`src/rtl/lsf_pkg.sv`:
```
// ----------------------------------------------------------------------------
// lsf_pkg: shared types and constants for the learning switch forwarder
// Field widths, verdict codes, sequencer states and the port-to-mask helper.
// ----------------------------------------------------------------------------
package lsf_pkg;

  // Field widths of the frame and result transfers.
  localparam int MAC_W   = 48;
  localparam int PORT_W  = 5;
  localparam int BYTE_W  = 8;
  localparam int MASK_W  = 16;
  localparam int ENTRY_W = MAC_W + PORT_W;

  // Defaults and limits.
  localparam int TABLE_ENTRIES_DEF = 64;
  localparam int MAX_PORTS         = 16;
  localparam logic [PORT_W-1:0] ACTIVE_PORTS_RST = PORT_W'(16);

  // Forwarding decision codes.
  typedef enum logic [1:0] {
    VERDICT_CSUM_ERR  = 2'd0,
    VERDICT_UNICAST   = 2'd1,
    VERDICT_DROP_SAME = 2'd2,
    VERDICT_BCAST     = 2'd3
  } verdict_t;

  // Sequencer states.
  typedef enum logic [2:0] {
    S_IDLE,
    S_SRC_RD,
    S_SRC_CMP,
    S_LEARN,
    S_DST_RD,
    S_DST_CMP,
    S_DONE
  } state_t;

  // One-hot mask bit for a port numbered from one; ports outside the mask give zero.
  function automatic logic [MASK_W-1:0] port_bit(input logic [PORT_W-1:0] port);
    logic [MASK_W-1:0] bits;
    bits = '0;
    for (int i = 1; i <= MASK_W; i++) begin
      if (port == PORT_W'(i)) begin
        bits[i-1] = 1'b1;
      end
    end
    return bits;
  endfunction

endpackage

```
`src/rtl/lsf_if.sv`:
```
// ----------------------------------------------------------------------------
// lsf_if: valid/ready channels of the learning switch forwarder
// lsf_in_if carries frame items; lsf_out_if carries forwarding results.
// ----------------------------------------------------------------------------
interface lsf_in_if;
  logic                        valid;
  logic                        ready;
  logic [lsf_pkg::MAC_W-1:0]   src_mac;
  logic [lsf_pkg::MAC_W-1:0]   dst_mac;
  logic [lsf_pkg::PORT_W-1:0]  in_port;
  logic [lsf_pkg::BYTE_W-1:0]  payload_byte;
  logic                        byte_present;
  logic                        frame_end;
  logic [lsf_pkg::BYTE_W-1:0]  carried_checksum;

  modport source (
    output valid, src_mac, dst_mac, in_port, payload_byte, byte_present,
           frame_end, carried_checksum,
    input  ready
  );
  modport sink (
    input  valid, src_mac, dst_mac, in_port, payload_byte, byte_present,
           frame_end, carried_checksum,
    output ready
  );
endinterface

interface lsf_out_if;
  logic                        valid;
  logic                        ready;
  logic [1:0]                  verdict;
  logic [lsf_pkg::PORT_W-1:0]  egress_port;
  logic [lsf_pkg::MASK_W-1:0]  egress_mask;
  logic                        source_learned;
  logic                        table_full;
  logic [lsf_pkg::BYTE_W-1:0]  computed_checksum;

  modport source (
    output valid, verdict, egress_port, egress_mask, source_learned, table_full,
           computed_checksum,
    input  ready
  );
  modport sink (
    input  valid, verdict, egress_port, egress_mask, source_learned, table_full,
           computed_checksum,
    output ready
  );
endinterface

```
`src/rtl/lsf_ram.sv`:
```
// ----------------------------------------------------------------------------
// lsf_ram: generic single-write, single-read RAM
// One write port and one read port with registered read data.
// ----------------------------------------------------------------------------
module lsf_ram #(
  parameter int WIDTH = 8,
  parameter int DEPTH = 16
) (
  input  logic                     clk,
  input  logic                     we,
  input  logic [$clog2(DEPTH)-1:0] waddr,
  input  logic [WIDTH-1:0]         wdata,
  input  logic [$clog2(DEPTH)-1:0] raddr,
  output logic [WIDTH-1:0]         rdata
);

  logic [WIDTH-1:0] mem [DEPTH];

  // Write port.
  always_ff @(posedge clk) begin
    if (we) begin
      mem[waddr] <= wdata;
    end
  end

  // Registered read port.
  always_ff @(posedge clk) begin
    rdata <= mem[raddr];
  end

endmodule

```
`src/rtl/learning_switch_forwarder.sv`:
```
// ----------------------------------------------------------------------------
// learning_switch_forwarder: learning bridge with a MAC station table
// Sums payload bytes per frame, learns source MACs and forwards on frame end.
// ----------------------------------------------------------------------------
//
//  Channel   Direction  Handshake        Contents
//  in_if     sink       valid/ready      MACs, ingress port, byte, flags, checksum
//  out_if    source     valid/ready      verdict, egress port/mask, flags, sum
//  cfg_*     sink       write enable     active_ports register
//
//  Items without frame_end are taken back to back; ready stays high between frames.
//  A frame end is taken, then the sequencer runs the source search, the learn
//  state, the destination search (skipped on a checksum mismatch) and the done
//  state, which hands over the result once the output register is free; every
//  search step reads one filled entry through the one table read port.
//  Reset clears the sum and the fill count and sets active_ports to 16; the
//  table is never cleared, since only filled entries are read.
//  A stalled result sits in the output register while later items of the next
//  frame are still taken; the result of a further frame end waits in the
//  sequencer, with the input held off, until the stalled one leaves.
//
module learning_switch_forwarder #(
  parameter int TABLE_ENTRIES = lsf_pkg::TABLE_ENTRIES_DEF
) (
  input  logic                        clk,
  input  logic                        rst_n,
  lsf_in_if.sink                      in_if,
  lsf_out_if.source                   out_if,
  input  logic                        cfg_we,
  input  logic [lsf_pkg::PORT_W-1:0]  cfg_wdata
);
  import lsf_pkg::*;

  localparam int AW = $clog2(TABLE_ENTRIES);
  localparam int CW = $clog2(TABLE_ENTRIES + 1);

  state_t state_r, state_nxt;

  logic [PORT_W-1:0] active_ports_r;
  logic [BYTE_W-1:0] running_sum_r;
  logic [CW-1:0]     used_r;
  logic [CW-1:0]     idx_r;

  // Frame fields latched at frame end.
  logic [MAC_W-1:0]  src_r, dst_r;
  logic [PORT_W-1:0] port_r;
  logic [BYTE_W-1:0] carried_r, sum_r;

  // Working result.
  logic              src_found_r;
  verdict_t          verdict_r;
  logic [PORT_W-1:0] egress_r;
  logic [MASK_W-1:0] mask_r;
  logic              learned_r, full_r;

  // Output register.
  logic              out_valid_r;
  verdict_t          out_verdict_r;
  logic [PORT_W-1:0] out_egress_r;
  logic [MASK_W-1:0] out_mask_r;
  logic              out_learned_r, out_full_r;
  logic [BYTE_W-1:0] out_sum_r;

  // Control and datapath signals.
  logic              in_fire;
  logic              out_load;
  logic              ram_we;
  logic [ENTRY_W-1:0] rd_entry;
  logic [MAC_W-1:0]  rd_mac;
  logic [PORT_W-1:0] rd_port;
  logic [MAC_W-1:0]  key;
  logic              key_match;
  logic              scan_end;
  logic              has_room;
  logic [BYTE_W-1:0] sum_now;
  logic [PORT_W-1:0] limit;
  logic [MASK_W-1:0] bcast_mask;

  // Station table.
  lsf_ram #(
    .WIDTH (ENTRY_W),
    .DEPTH (TABLE_ENTRIES)
  ) u_table (
    .clk   (clk),
    .we    (ram_we),
    .waddr (used_r[AW-1:0]),
    .wdata ({port_r, src_r}),
    .raddr (idx_r[AW-1:0]),
    .rdata (rd_entry)
  );

  assign rd_mac  = rd_entry[MAC_W-1:0];
  assign rd_port = rd_entry[ENTRY_W-1:MAC_W];

  // Shared MAC comparator, keyed by the search in progress.
  assign key       = (state_r == S_DST_CMP) ? dst_r : src_r;
  assign key_match = (rd_mac == key);
  assign scan_end  = (idx_r == used_r);
  assign has_room  = (used_r < CW'(TABLE_ENTRIES));

  // Running byte sum including the current item.
  assign sum_now = running_sum_r + (in_if.byte_present ? in_if.payload_byte : '0);

  // Broadcast mask: every active port except the ingress port.
  always_comb begin
    limit = (active_ports_r > PORT_W'(MAX_PORTS)) ? PORT_W'(MAX_PORTS) : active_ports_r;
    bcast_mask = '0;
    for (int i = 1; i <= MASK_W; i++) begin
      bcast_mask[i-1] = (PORT_W'(i) <= limit) && (PORT_W'(i) != port_r);
    end
  end

  // Next-state logic.
  always_comb begin
    state_nxt = state_r;
    unique case (state_r)
      S_IDLE: begin
        if (in_fire && in_if.frame_end) begin
          state_nxt = S_SRC_RD;
        end
      end
      S_SRC_RD: begin
        state_nxt = scan_end ? S_LEARN : S_SRC_CMP;
      end
      S_SRC_CMP: begin
        state_nxt = key_match ? S_LEARN : S_SRC_RD;
      end
      S_LEARN: begin
        state_nxt = (carried_r != sum_r) ? S_DONE : S_DST_RD;
      end
      S_DST_RD: begin
        state_nxt = scan_end ? S_DONE : S_DST_CMP;
      end
      S_DST_CMP: begin
        state_nxt = key_match ? S_DONE : S_DST_RD;
      end
      S_DONE: begin
        if (out_load) begin
          state_nxt = S_IDLE;
        end
      end
      default: state_nxt = S_IDLE;
    endcase
  end

  // Control outputs of the sequencer.
  always_comb begin
    in_if.ready = (state_r == S_IDLE);
    ram_we      = (state_r == S_LEARN) && !src_found_r && has_room;
    out_load    = (state_r == S_DONE) && (!out_valid_r || out_if.ready);
  end

  assign in_fire = in_if.valid && in_if.ready;

  // State register.
  always_ff @(posedge clk) begin
    if (!rst_n) begin
      state_r <= S_IDLE;
    end else begin
      state_r <= state_nxt;
    end
  end

  // Configuration register.
  always_ff @(posedge clk) begin
    if (!rst_n) begin
      active_ports_r <= ACTIVE_PORTS_RST;
    end else if (cfg_we) begin
      active_ports_r <= cfg_wdata;
    end
  end

  // Byte sum and table fill count.
  always_ff @(posedge clk) begin
    if (!rst_n) begin
      running_sum_r <= '0;
      used_r        <= '0;
    end else begin
      if (in_fire) begin
        running_sum_r <= in_if.frame_end ? '0 : sum_now;
      end
      if (ram_we) begin
        used_r <= used_r + CW'(1);
      end
    end
  end

  // Frame capture, search index and decision.
  always_ff @(posedge clk) begin
    unique case (state_r)
      S_IDLE: begin
        src_r       <= in_if.src_mac;
        dst_r       <= in_if.dst_mac;
        port_r      <= in_if.in_port;
        carried_r   <= in_if.carried_checksum;
        sum_r       <= sum_now;
        idx_r       <= '0;
        src_found_r <= 1'b0;
        learned_r   <= 1'b0;
        full_r      <= 1'b0;
        verdict_r   <= VERDICT_CSUM_ERR;
        egress_r    <= '0;
        mask_r      <= '0;
      end
      S_SRC_CMP: begin
        if (key_match) begin
          src_found_r <= 1'b1;
        end else begin
          idx_r <= idx_r + CW'(1);
        end
      end
      S_LEARN: begin
        idx_r     <= '0;
        learned_r <= ram_we;
        full_r    <= !src_found_r && !has_room;
      end
      S_DST_RD: begin
        if (scan_end) begin
          verdict_r <= VERDICT_BCAST;
          mask_r    <= bcast_mask;
        end
      end
      S_DST_CMP: begin
        if (key_match) begin
          if (rd_port == port_r) begin
            verdict_r <= VERDICT_DROP_SAME;
          end else begin
            verdict_r <= VERDICT_UNICAST;
            egress_r  <= rd_port;
            mask_r    <= port_bit(rd_port);
          end
        end else begin
          idx_r <= idx_r + CW'(1);
        end
      end
      default: begin
      end
    endcase
  end

  // Output register: holds a result until its transfer completes.
  always_ff @(posedge clk) begin
    if (!rst_n) begin
      out_valid_r <= 1'b0;
    end else if (out_load) begin
      out_valid_r <= 1'b1;
    end else if (out_if.ready) begin
      out_valid_r <= 1'b0;
    end
  end

  always_ff @(posedge clk) begin
    if (out_load) begin
      out_verdict_r <= verdict_r;
      out_egress_r  <= egress_r;
      out_mask_r    <= mask_r;
      out_learned_r <= learned_r;
      out_full_r    <= full_r;
      out_sum_r     <= sum_r;
    end
  end

  assign out_if.valid             = out_valid_r;
  assign out_if.verdict           = out_verdict_r;
  assign out_if.egress_port       = out_egress_r;
  assign out_if.egress_mask       = out_mask_r;
  assign out_if.source_learned    = out_learned_r;
  assign out_if.table_full        = out_full_r;
  assign out_if.computed_checksum = out_sum_r;

endmodule

```
`src/flat_wrapper.sv`:
```
// flat-port wrapper written by rule: the top's interface ports become plain ports
module learning_switch_forwarder_flat import lsf_pkg::*;
#(
  parameter int TABLE_ENTRIES = lsf_pkg::TABLE_ENTRIES_DEF
)
  (clk, rst_n, cfg_we, cfg_wdata, in_if_valid, in_if_src_mac, in_if_dst_mac, in_if_in_port, in_if_payload_byte, in_if_byte_present, in_if_frame_end, in_if_carried_checksum, in_if_ready, out_if_valid, out_if_verdict, out_if_egress_port, out_if_egress_mask, out_if_source_learned, out_if_table_full, out_if_computed_checksum, out_if_ready);
  lsf_in_if in_if_i ();
  lsf_out_if out_if_i ();
  input  logic clk;
  input  logic rst_n;
  input  logic cfg_we;
  input  logic [lsf_pkg::PORT_W-1:0] cfg_wdata;
  input wire logic [$bits(in_if_i.valid)-1:0] in_if_valid;
  input wire logic [$bits(in_if_i.src_mac)-1:0] in_if_src_mac;
  input wire logic [$bits(in_if_i.dst_mac)-1:0] in_if_dst_mac;
  input wire logic [$bits(in_if_i.in_port)-1:0] in_if_in_port;
  input wire logic [$bits(in_if_i.payload_byte)-1:0] in_if_payload_byte;
  input wire logic [$bits(in_if_i.byte_present)-1:0] in_if_byte_present;
  input wire logic [$bits(in_if_i.frame_end)-1:0] in_if_frame_end;
  input wire logic [$bits(in_if_i.carried_checksum)-1:0] in_if_carried_checksum;
  output wire logic [$bits(in_if_i.ready)-1:0] in_if_ready;
  output wire logic [$bits(out_if_i.valid)-1:0] out_if_valid;
  output wire logic [$bits(out_if_i.verdict)-1:0] out_if_verdict;
  output wire logic [$bits(out_if_i.egress_port)-1:0] out_if_egress_port;
  output wire logic [$bits(out_if_i.egress_mask)-1:0] out_if_egress_mask;
  output wire logic [$bits(out_if_i.source_learned)-1:0] out_if_source_learned;
  output wire logic [$bits(out_if_i.table_full)-1:0] out_if_table_full;
  output wire logic [$bits(out_if_i.computed_checksum)-1:0] out_if_computed_checksum;
  input wire logic [$bits(out_if_i.ready)-1:0] out_if_ready;
  assign in_if_i.valid = in_if_valid;
  assign in_if_i.src_mac = in_if_src_mac;
  assign in_if_i.dst_mac = in_if_dst_mac;
  assign in_if_i.in_port = in_if_in_port;
  assign in_if_i.payload_byte = in_if_payload_byte;
  assign in_if_i.byte_present = in_if_byte_present;
  assign in_if_i.frame_end = in_if_frame_end;
  assign in_if_i.carried_checksum = in_if_carried_checksum;
  assign in_if_ready = in_if_i.ready;
  assign out_if_valid = out_if_i.valid;
  assign out_if_verdict = out_if_i.verdict;
  assign out_if_egress_port = out_if_i.egress_port;
  assign out_if_egress_mask = out_if_i.egress_mask;
  assign out_if_source_learned = out_if_i.source_learned;
  assign out_if_table_full = out_if_i.table_full;
  assign out_if_computed_checksum = out_if_i.computed_checksum;
  assign out_if_i.ready = out_if_ready;
  learning_switch_forwarder #(.TABLE_ENTRIES(TABLE_ENTRIES)) u_core (.clk(clk), .rst_n(rst_n), .in_if(in_if_i), .out_if(out_if_i), .cfg_we(cfg_we), .cfg_wdata(cfg_wdata));
endmodule
```
`config.mk`:
```
export PLATFORM = sky130hd
export DESIGN_NAME = learning_switch_forwarder_flat
export DESIGN_NICKNAME = d
export VERILOG_FILES = /design/src/rtl/lsf_pkg.sv /design/src/rtl/lsf_if.sv /design/src/rtl/lsf_ram.sv /design/src/rtl/learning_switch_forwarder.sv /design/src/flat_wrapper.sv
export SDC_FILE = /design/constraint.sdc
export NUM_CORES = 2
export LEC_CHECK = 0
export BUFFER_PORTS_ARGS = -buffer_cell sky130_fd_sc_hd__buf_2
export CAP_MARGIN = 20
export CORE_UTILIZATION = 45
export CTS_CLUSTER_DIAMETER = 50
export DETAILED_ROUTE_END_ITERATION = 10
export GPL_ROUTABILITY_DRIVEN = 1
export PLACE_DENSITY = 0.59
export SLEW_MARGIN = 15
export SYNTH_ARGS = -nofsm -noshare
export SYNTH_HDL_FRONTEND = slang
export SYNTH_SLANG_ARGS = --single-unit
```
`constraint.sdc`:
```
create_clock -name clk -period 11.6 [get_ports clk]
set_input_delay 3.48 -clock clk [delete_from_list [all_inputs] [get_ports clk]]
set_output_delay 3.48 -clock clk [all_outputs]
set_load 0.005 [all_outputs]
```
==> impl_metrics.py <==
metrics = {
    "synthesis": {
        "yosysTopAreaCellShare_pct": 77.6,
        "synth_area_mm2": 0.138,
        "synth_cell_types": 62,
        "ys.flop_type": "edfxtp_1",
        "ys_ff_latch": 3652,
        "synth_cells": 5569,
        "async_flop_share_pct": 0,
        "syn-num-nets": 5708,
        "avgSynthCellArea_um2": 24.8,
        "synth.area.top_cells": "edfxtp_1 (78%), mux4_2 (18%), dfxtp_1 (1.1%), clkbuf_1 (0.43%), nor2_1 (0.30%)",
        "synth_edf_count": 3575,
        "yosysWarnings": 0,
        "yosys.area.top_type": "edfxtp_1",
        "synth_seq_area_share_pct": 78.7,
    },
    "sta": {
        "rsz0062_at_grt": "false",
        "max-slew-margin-rel_pct": 22.9,
        "skew_ns": 0.0604,
        "slew_violations": 0,
        "timing.final.hold_violations": 0,
        "period_minus_slack_ns": 5.74,
        "setup_ws_ns": 5.86,
        "worst_pin_slew_ns": 1.15,
        "final-setup-viol-count": 0,
        "whs_ns": 0.415,
        "finalSetupTns_ns": 0,
        "period_share_pct": 49.5,
        "max_freq_mhz": 174,
    },
    "critical_path": {
        "max_stage_delay_ns": 0.52,
        "end_kind": "primary output",
        "crit_buf_inv": 2,
        "crit_type": "flip-flop to primary output",
        "path_delay_family": "flip-flops",
        "crit_fanout": 18,
        "start_kind": "flip-flop",
        "crit_required_ns": 8.12,
        "crit_arrival_ns": 2.26,
        "path_cells": "nor3_4 -> buf_16 -> buf_2",
        "critPathSlowestCell": "dfxtp_1",
    },
    "routing": {
        "ant_nets": 0,
        "drtPass1Iterations": 10,
        "wl_per_cell_um": 37.4,
        "viasPerCell": 6.25,
        "num_vias": 66114,
        "drc_errors": 0,
        "drt_iter0_markers": 9470,
        "routed_wl_um": 396000,
    },
    "placement": {
        "place_ws_ns": 5.63,
        "place_inst": 9791,
        "detailed_place.area_mm2": 0.146,
        "dp_hpwl_um": 210000,
        "port_buffers": 163,
        "place.gp.congestion": 0.850,
    },
    "pwr": {
        "cell_internal_pwr_w": 0.0241,
        "power_frac_seq_pct": 47.9,
        "combPwrFrac_pct": 10.8,
        "swShare_pct": 24.2,
        "p_per_area_mw_per_mm2": 200,
        "p_clk_share_pct": 41.3,
        "peakVddDrop_mv": 0.158,
        "leakage_nw": 48.9,
        "p_switching_w": 0.00772,
    },
    "cts": {
        "root_buffer": "clkbuf_16",
        "cts_hold_buf": 0,
        "clockBufferDepth": 4,
        "htree_levels": 5,
        "clkSlewWorstSetupHoldPaths_ns": 0.06,
        "cts.sinks": 3652,
        "cts_resized": 0,
        "clock_latency_ns": 0.96,
        "cts_buffers": 417,
        "postCtsSetupRepairBufs": 0,
        "cts_tree": "done",
    },
    "die": {
        "die_x_um": 556,
        "die_y_um": 556,
        "start_util_pct": 45.2,
        "io_pins": 164,
        "core_mm2": 0.306,
        "fp.dieArea_mm2": 0.310,
        "row_count": 203,
    },
    "final_layout": {
        "area_growth_pct": 15.3,
        "fin_area_mm2": 0.159,
        "layout-drive-gt1-share_pct": 34.4,
        "fin_cells": 10579,
        "nNetsFinal": 6250,
        "num-fill-cells": 23436,
        "multi_input_area_mm2": 0.0286,
        "final-seq-area_mm2": 0.109,
    },
    "run": {
        "cap_violations": 0,
    },
    "grt": {
        "grt_pass1_wl_um": 543000,
        "grt-ovfl-total": 0,
        "grt_pass1_vias": 66263,
        "track_usage_pct": 25.6,
        "antenna_found_initial": 11,
        "grt_max_degree": 151,
    },
    "status": {
        "outcome": "finished, final reports clean",
    },
    "min_path": {
        "min_path_type": "flip-flop to flip-flop",
    },
}
[cells in the mapped netlist, types with 4 or more instances]
cell type and n:
a2111oi_0 4, a21oi_1 18, a221oi_1 4, a222oi_1 5, a22oi_1 5, and2_1 15
buf_1 55, buf_2 62, clkbuf_1 157, dfxtp_1 77, edfxtp_1 3575, ha_1 9
inv_1 38, mux2i_1 13, mux4_2 1113, nand2_1 36, nand2b_1 13, nand3_1 23
nand3b_1 6, nand4_1 11, nor2_1 110, nor2b_1 8, nor3_1 12, nor4_1 10
o21ai_0 19, o22ai_1 25, o32ai_1 4, or2_2 4, or3_1 6, xnor2_1 38
xor2_1 44
[worst reg2reg max path, stage by stage (launching register included)]
cell and delay (ns):
dfxtp_1 0.75, nand2_1 0.21, nor4_2 0.20, buf_4 0.25, nor2b_1 0.28, nand3_1 0.68, nor2_4 1.10, buf_4 0.50
buf_4 0.72
[cell type report]
type	instances	share of cell area [%]
sequential	3652	68.3
multi-input combinational	1601	18.0
clock buffer	528	6.96
tap	4100	3.22
timing repair buffer	401	1.75
clock inverter	252	1.74
inverter	38	0.0894
antenna	7	0.0110
[metal layers]
metal | share of wire, % | track usage, % | up-vias
met1 | 39 | 36.2 | 36474
met2 | 48 | 40.5 | 3554
met4 | 4.2 | 9.74 | 2
met5 | 0.0033 | 0 | -
li1 | - | - | 25379
met3 | 8.6 | 3.95 | 705
[stage by stage]
step | total power (W) | utilization, %
floorplan | 0.0177 | -
global placement | 0.0189 | 47.6
detailed placement | 0.0190 | 47.6
CTS | 0.0320 | 52.1
global route | 0.0327 | 52.2
finish | 0.0318 | 52.2
[final timing paths]
path | start | cells after the start | slack, ns | to
setup / recovery | u_core.state_r[1] | 3 | 5.86 | in_if_ready
hold / removal | u_core.mask_r[3] | 0 | 0.42 | u_core.out_if.egress_mask[3]
setup reg to reg | u_core.state_r[1] | 8 | 6.49 | u_core.u_table.mem[35][11]
hold reg to reg | u_core.mask_r[3] | 0 | 0.42 | u_core.out_if.egress_mask[3]
[cells by family after synthesis]
| group | share of synthesized area (%) |
|---|---|
| buf+inv | 0.933 |
| fa+ha+maj | 0.0959 |
| simple gates | 0.945 |
| xor+xnor | 0.519 |
| flops | 78.7 |
| mux | 18.2 |
| compound gates | 0.563 |
[cell usage in the layout, fill, tap and decap left out, types with 7 or more instances in the layout]
| master | synthesis | final |
|---|---|---|
| nor4_1 | 10 | 9 |
| clkbuf_1 | 157 | 88 |
| nand4_1 | 11 | 11 |
| xor2_1 | 44 | 44 |
| a21oi_1 | 18 | 18 |
| clkinvlp_4 | 0 | 28 |
| o22ai_1 | 25 | 25 |
| nor2b_1 | 8 | 8 |
| nor2_1 | 110 | 46 |
| diode_2 | 0 | 7 |
| buf_4 | 1 | 224 |
| clkinv_2 | 0 | 57 |
| nor3_1 | 12 | 11 |
| clkinv_4 | 0 | 24 |
| dfxtp_1 | 77 | 77 |
| and2_1 | 15 | 15 |
| o21ai_0 | 19 | 18 |
| bufinv_16 | 0 | 36 |
| nand2b_1 | 13 | 13 |
| clkinv_1 | 0 | 53 |
| inv_16 | 0 | 10 |
| ha_1 | 9 | 9 |
| clkbuf_8 | 0 | 21 |
| inv_1 | 38 | 38 |
| mux4_2 | 1113 | 1113 |
| edfxtp_1 | 3575 | 3575 |
| nand3_1 | 23 | 23 |
| inv_6 | 0 | 25 |
| nand2_1 | 36 | 36 |
| clkbuf_16 | 0 | 419 |
| xnor2_1 | 38 | 38 |
| buf_12 | 0 | 12 |
| mux2i_1 | 13 | 13 |
| nor2_4 | 0 | 64 |
| clkinv_8 | 0 | 8 |
| buf_2 | 62 | 163 |
[state kept, by name, summed over array words and instances (netlist names), 2 cells and up]
| signal | flops |
|---|---|
| u_core.out_if.egress_port | 5 |
| u_core.active_ports_r | 5 |
| u_core.verdict_r | 2 |
| u_core.out_if.egress_mask | 16 |
| u_core.carried_r | 8 |
| u_core.mask_r | 16 |
| u_core.sum_r | 8 |
| u_core.dst_r | 48 |
| u_core.port_r | 5 |
| u_core.src_r | 48 |
| u_core.used_r | 7 |
| u_core.out_if.verdict | 2 |
| u_core.u_table.mem | 3392 |
| u_core.out_if.computed_checksum | 8 |
| u_core.running_sum_r | 8 |
| u_core.idx_r | 7 |
| u_core.u_table.rdata | 53 |
| u_core.egress_r | 5 |
| u_core.state_r | 3 |
[power by group through the flow]
stage	clock, W	combinational, W	sequential (W)
after floorplan	0	0.00216	0.0155
after global placement	0	0.00343	0.0155
after detailed placement	0	0.00347	0.0155
after CTS	0.0133	0.00348	0.0152
after global routing	0.0138	0.00363	0.0152
final	0.0131	0.00344	0.0152
No activity file was read; power rests on OpenSTA's default activity.
